`config.mk`:
```
export PLATFORM = sky130hd
export DESIGN_NAME = sgd_sqrt_cell
export DESIGN_NICKNAME = d
export VERILOG_FILES = /design/src/sv/sgd_pkg.sv /design/src/sv/sgd_sqrt_cell.sv
export SDC_FILE = /design/constraint.sdc
export NUM_CORES = 1
export LEC_CHECK = 0
export BUFFER_PORTS_ARGS = -buffer_cell sky130_fd_sc_hd__buf_2
export CAP_MARGIN = 5
export CORE_ASPECT_RATIO = 1.2
export CORE_MARGIN = 4
export CORE_UTILIZATION = 45
export CTS_BUF_LIST = sky130_fd_sc_hd__clkbuf_4 sky130_fd_sc_hd__clkbuf_8 sky130_fd_sc_hd__clkbuf_16
export DETAILED_ROUTE_END_ITERATION = 16
export GPL_TIMING_DRIVEN = 0
export PLACE_DENSITY = 0.75
export REMOVE_ABC_BUFFERS = 1
export SKIP_CTS_REPAIR_TIMING = 1
export SLEW_MARGIN = 20
export SYNTH_ARGS = -nofsm -noshare
export SYNTH_HDL_FRONTEND = slang
export SYNTH_SLANG_ARGS = --single-unit
```
`constraint.sdc`:
```
create_clock -name clk_i -period 1.8 [get_ports clk_i]
set_input_delay 0.27 -clock clk_i [delete_from_list [all_inputs] [get_ports clk_i]]
set_output_delay 0.27 -clock clk_i [all_outputs]
set_load 0.02 [all_outputs]
```
`src/sv/sgd_pkg.sv`:
```
// sgd_pkg: shared constants, register codes and item structs of the sobel
// gradient block. No dependencies.
package sgd_pkg;

  localparam int unsigned MaxWidthDefault = 512;

  localparam int unsigned PixW   = 8;
  localparam int unsigned RowW   = 12;
  localparam int unsigned ColW   = 9;
  localparam int unsigned FwW    = 10;
  localparam int unsigned GradW  = 10;
  localparam int unsigned SqW    = 20;
  localparam int unsigned SumW   = 21;
  localparam int unsigned CmpW   = 22;
  localparam int unsigned RootW  = 16;
  localparam int unsigned MagW   = 8;
  localparam int unsigned DirW   = 2;
  localparam int unsigned NumRootSteps = 8;
  localparam int unsigned CfgAddrW = 3;
  localparam int unsigned CfgDataW = 32;

  localparam logic [FwW-1:0]  FrameWidthReset  = 10'd320;
  localparam logic [RowW-1:0] FrameHeightReset = 12'd240;
  localparam logic [MagW-1:0] MagSat           = 8'd255;

  typedef enum logic {
    RegFrameWidth  = 1'b0,
    RegFrameHeight = 1'b1
  } sgd_reg_e;

  localparam logic [DirW-1:0] Dir0   = 2'd0;
  localparam logic [DirW-1:0] Dir45  = 2'd1;
  localparam logic [DirW-1:0] Dir90  = 2'd2;
  localparam logic [DirW-1:0] Dir135 = 2'd3;

  typedef struct packed {
    logic [RowW-1:0] row;
    logic [ColW-1:0] col;
    logic            frame_end;
  } sgd_meta_t;

  typedef struct packed {
    logic             valid;
    logic [GradW-1:0] a;
    logic [GradW-1:0] b;
    logic             same;
    sgd_meta_t        meta;
  } sgd_grad_t;

  typedef struct packed {
    logic             sat;
    logic [DirW-1:0]  dir;
    logic [RootW-1:0] rem;
    logic [RootW-1:0] root;
    sgd_meta_t        meta;
  } sgd_cell_t;

endpackage

```
`src/sv/sgd_sqrt_cell.sv`:
```
// sgd_sqrt_cell: one digit step of the integer square root, registered.
// Depends on sgd_pkg.
module sgd_sqrt_cell #(
  parameter int unsigned STEP = 0
) (
  input  logic               clk_i,
  input  logic               rst_ni,
  input  logic               load_i,
  input  logic               valid_i,
  input  sgd_pkg::sgd_cell_t cell_i,
  output logic               valid_o,
  output sgd_pkg::sgd_cell_t cell_o
);
  import sgd_pkg::*;

  localparam logic [RootW:0] Bit = (RootW+1)'(1) << (2 * (NumRootSteps - 1 - STEP));

  logic               valid_q;
  sgd_cell_t          cell_q, cell_d;
  logic [RootW:0]     trial;

  always_comb begin
    cell_d = cell_i;
    trial  = {1'b0, cell_i.root} + Bit;
    if ({1'b0, cell_i.rem} >= trial) begin
      cell_d.rem  = cell_i.rem - trial[RootW-1:0];
      cell_d.root = (cell_i.root >> 1) + Bit[RootW-1:0];
    end else begin
      cell_d.root = cell_i.root >> 1;
    end
  end

  always_ff @(posedge clk_i or negedge rst_ni) begin
    if (!rst_ni) begin
      valid_q <= 1'b0;
    end else if (load_i) begin
      valid_q <= valid_i;
    end
  end

  always_ff @(posedge clk_i) begin
    if (load_i) begin
      cell_q <= cell_d;
    end
  end

  assign valid_o = valid_q;
  assign cell_o  = cell_q;

endmodule

```
==> results.py <==
metrics = {
    "clocking": {
        "clock-sinks": 58,
        "cts_buffers": 9,
        "cts-root-buf": "clkbuf_8",
        "clk_latency_ps": 340,
        "htree_levels": 3,
        "clock_path_buffers": 2,
        "clk_pin_slew_ps": 60,
        "cts_tree": "done",
    },
    "cells_and_area": {
        "fillers": 459,
        "syn_to_final_growth_pct": 47.37,
        "final_common_cell": "buf_2",
        "final-instance-count-excl-fill": 457,
        "final_cell_mix": "113 x buf_2, 57 x edfxtp_1, 18 x inv_1, 16 x nand2_1",
        "nets": 446,
        "stdcell_area_um2": 4352,
        "diodes": 0,
        "drive_gt1_share_pct": 57.53,
    },
    "sta": {
        "whs_ps": 96.53,
        "relSlewSlack_pct": 52.52,
        "finalSetupViolCount": 0,
        "fmax_ghz": 0.5563,
        "tightestPinTransition_ps": 712.3,
        "fin_crit_ps": 1798,
        "maxSlewViolCount": 0,
        "setup_slack_ps": 2.393,
        "rsz0062_at_grt": "yes",
        "fin_crit_sh_pct": 99.87,
        "hold_viol": 0,
        "clock_skew_ps": 0,
    },
    "worst_setup_path": {
        "rrSetupSlack_ps": 1060,
        "cp-start-kind": "primary input",
        "worstPathRequired_ps": 1890,
        "cp_cell_sequence": "buf_8 -> ha_4 -> inv_4 -> ha_4 -> a21oi_4 -> o22ai_4 -> o31ai_4 -> buf_8 -> buf_12 -> o31ai_4",
        "rr_worst_depth": 1,
        "max_stage_delay_ps": 320,
        "worst-path-stages": 10,
        "r2r-end": "valid_o",
        "arrival_ps": 1880,
        "crit_fanout": 7,
        "cp_top_family": "compound AO/OA/AOI/OAI gates",
        "r2r-start": "valid_o",
        "startpoint": "cell_i[36]",
        "crit_end": "cell_o[45]",
        "worst-setup-path-type": "in -> reg",
        "cp-end-kind": "register",
        "cp_slowest_cell": "o31ai_4",
        "crit_buf_inv": 4,
    },
    "synthesis": {
        "synth_flop_cell": "edfxtp_1",
        "netlist_top_cells_area": "edfxtp_1 58%, ha_1 7.2%, o21ai_2 3.3%",
        "syn-mean-instance-area_um2": 13.12,
        "synth_area_um2": 2953,
        "syn_inst": 225,
        "netlist.area_leader.share_pct": 57.97,
        "ys.warnings.count": 0,
        "synth_top_area_cell": "edfxtp_1",
        "ys_seq_elements": 58,
        "synth_cell_types": 46,
        "synth_edf_count": 57,
        "synthArstFlopShare_pct": 1.724,
        "seq_area_frac_synth_pct": 58.81,
    },
    "grt": {
        "grt_max_degree": 59,
        "grt_pass1_wl_um": 10370,
        "grt_pass1_vias": 2305,
        "grt_overflow": 0,
        "grt.total_usage_pct": 17.21,
        "antenna_found_initial": 0,
    },
    "place": {
        "dpl.hpwl_um": 5158,
        "gp_congestion": 0.8537,
        "dp.cells": 426,
        "io_buffer_count": 118,
        "dp_slack_ps": -954.2,
        "placed_cell_area_um2": 3633,
    },
    "drt": {
        "drtPass1Iterations": 4,
        "wl_per_cell_um": 16.48,
        "antenna_left": 0,
        "viasPerCell": 5.195,
        "drc_errors": 0,
        "drt_wl_total_um": 7533,
        "drt_iter0_drc": 113,
        "via_count": 2374,
    },
    "floorplanning": {
        "core_um2": 6406,
        "chipWidth_um": 81.95,
        "dieArea_um2": 7927,
        "rows": 32,
        "initial_core_util_pct": 46.09,
        "die_y_um": 96.74,
        "ios": 119,
    },
    "power": {
        "p_switching_mw": 1.172,
        "p_comb_share_pct": 28.1,
        "swShare_pct": 28.96,
        "seq_power_share_pct": 41.3,
        "power_density_nw_per_um2": 929.8,
        "peakVddDrop_mv": 0.4041,
        "p_leak_nw": 1.889,
        "total_power_mw": 4.046,
        "power_frac_clock_pct": 30.6,
        "p_int_mw": 2.874,
    },
    "min_path": {
        "hold_path_class": "in -> reg",
    },
    "status": {
        "status": "finished, final reports clean",
    },
    "flow_run": {
        "max_cap_viol_count": 0,
    },
}
[area by class of cell]
class                           instances  area, µm²  area share [%]
Clock inverter                          3      40.04          0.9201
Timing Repair Buffer                  135      793.3           18.23
Sequential cell                        58       1737           39.91
Multi-Input combinational cell        143       1431           32.89
Tap cell                               85      106.4           2.444
Inverter                               20      77.57           1.783
Clock buffer                           13      166.4           3.824
[how the worst min path moves through the flow]
stage,start,endpoint,slack (ps),cells after the start
detailed placement,rst_ni,valid_o,50,1
global route,cell_i[10],cell_o[10],80,1
global placement,rst_ni,valid_o,40,1
floorplan,rst_ni,valid_o,-30,0
finish,cell_i[21],cell_o[21],100,1
CTS,rst_ni,valid_o,-320,1
[power groups by stage]
stage	sequential (mW)	clock (mW)	combinational [mW]
5_1_grt	1.68	1.35	1.22
3_3_place_gp	1.69	0	0.842
3_5_place_dp	1.70	0	0.881
2_1_floorplan	1.88	0	0.389
4_1_cts	1.67	1.26	0.885
6_report	1.67	1.24	1.14
[metrics by stage]
| stage | TNS (ps) | utilization, % |
|---|---|---|
| finish | 0 | 67.93 |
| global route | -359.4 | 67.93 |
| CTS | -6363 | 59.94 |
| detailed placement | -13040 | 56.72 |
| global placement | -22760 | 56.27 |
| floorplan | -13370 | - |
[layer usage]
layer | wire (µm) | GRT usage (%) | up-vias
met3 | 842 | 7.914 | 19
met5 | 0 | 0 | -
li1 | - | - | 1126
met4 | 174 | 7.417 | 0
met2 | 3961 | 28.94 | 111
met1 | 2554 | 17.95 | 1118
[synth_stat cells, drive strengths merged, types with 2 or more instances]
cell type / count
edfxtp: 57
nand2: 22
inv: 20
o21ai: 19
ha: 17
a21oi: 10
a21o: 9
nor2: 8
xor2: 7
a31oi: 5
and2: 4
buf: 4
o31ai: 4
xnor2: 4
a21boi: 3
and3: 3
nand3: 3
o22ai: 3
a211oi: 2
nand4: 2
nor3b: 2
[registers in the layout, summed over array words and instances, names as in the netlist]
signal   cells
cell_o      57
valid_o      1
[logic make-up after synthesis]
group	count (synthesis)	synth area share, %
xor gates and xnor gates	11	3.263
buffers and inverters	24	4.068
DFF	58	58.81
AOI/OAI and AO/OA	65	17.50
adders and majority gates	18	7.881
muxes	1	0.3813
and+or+nand+nor	48	8.094
(Power assumes the default switching activity.)
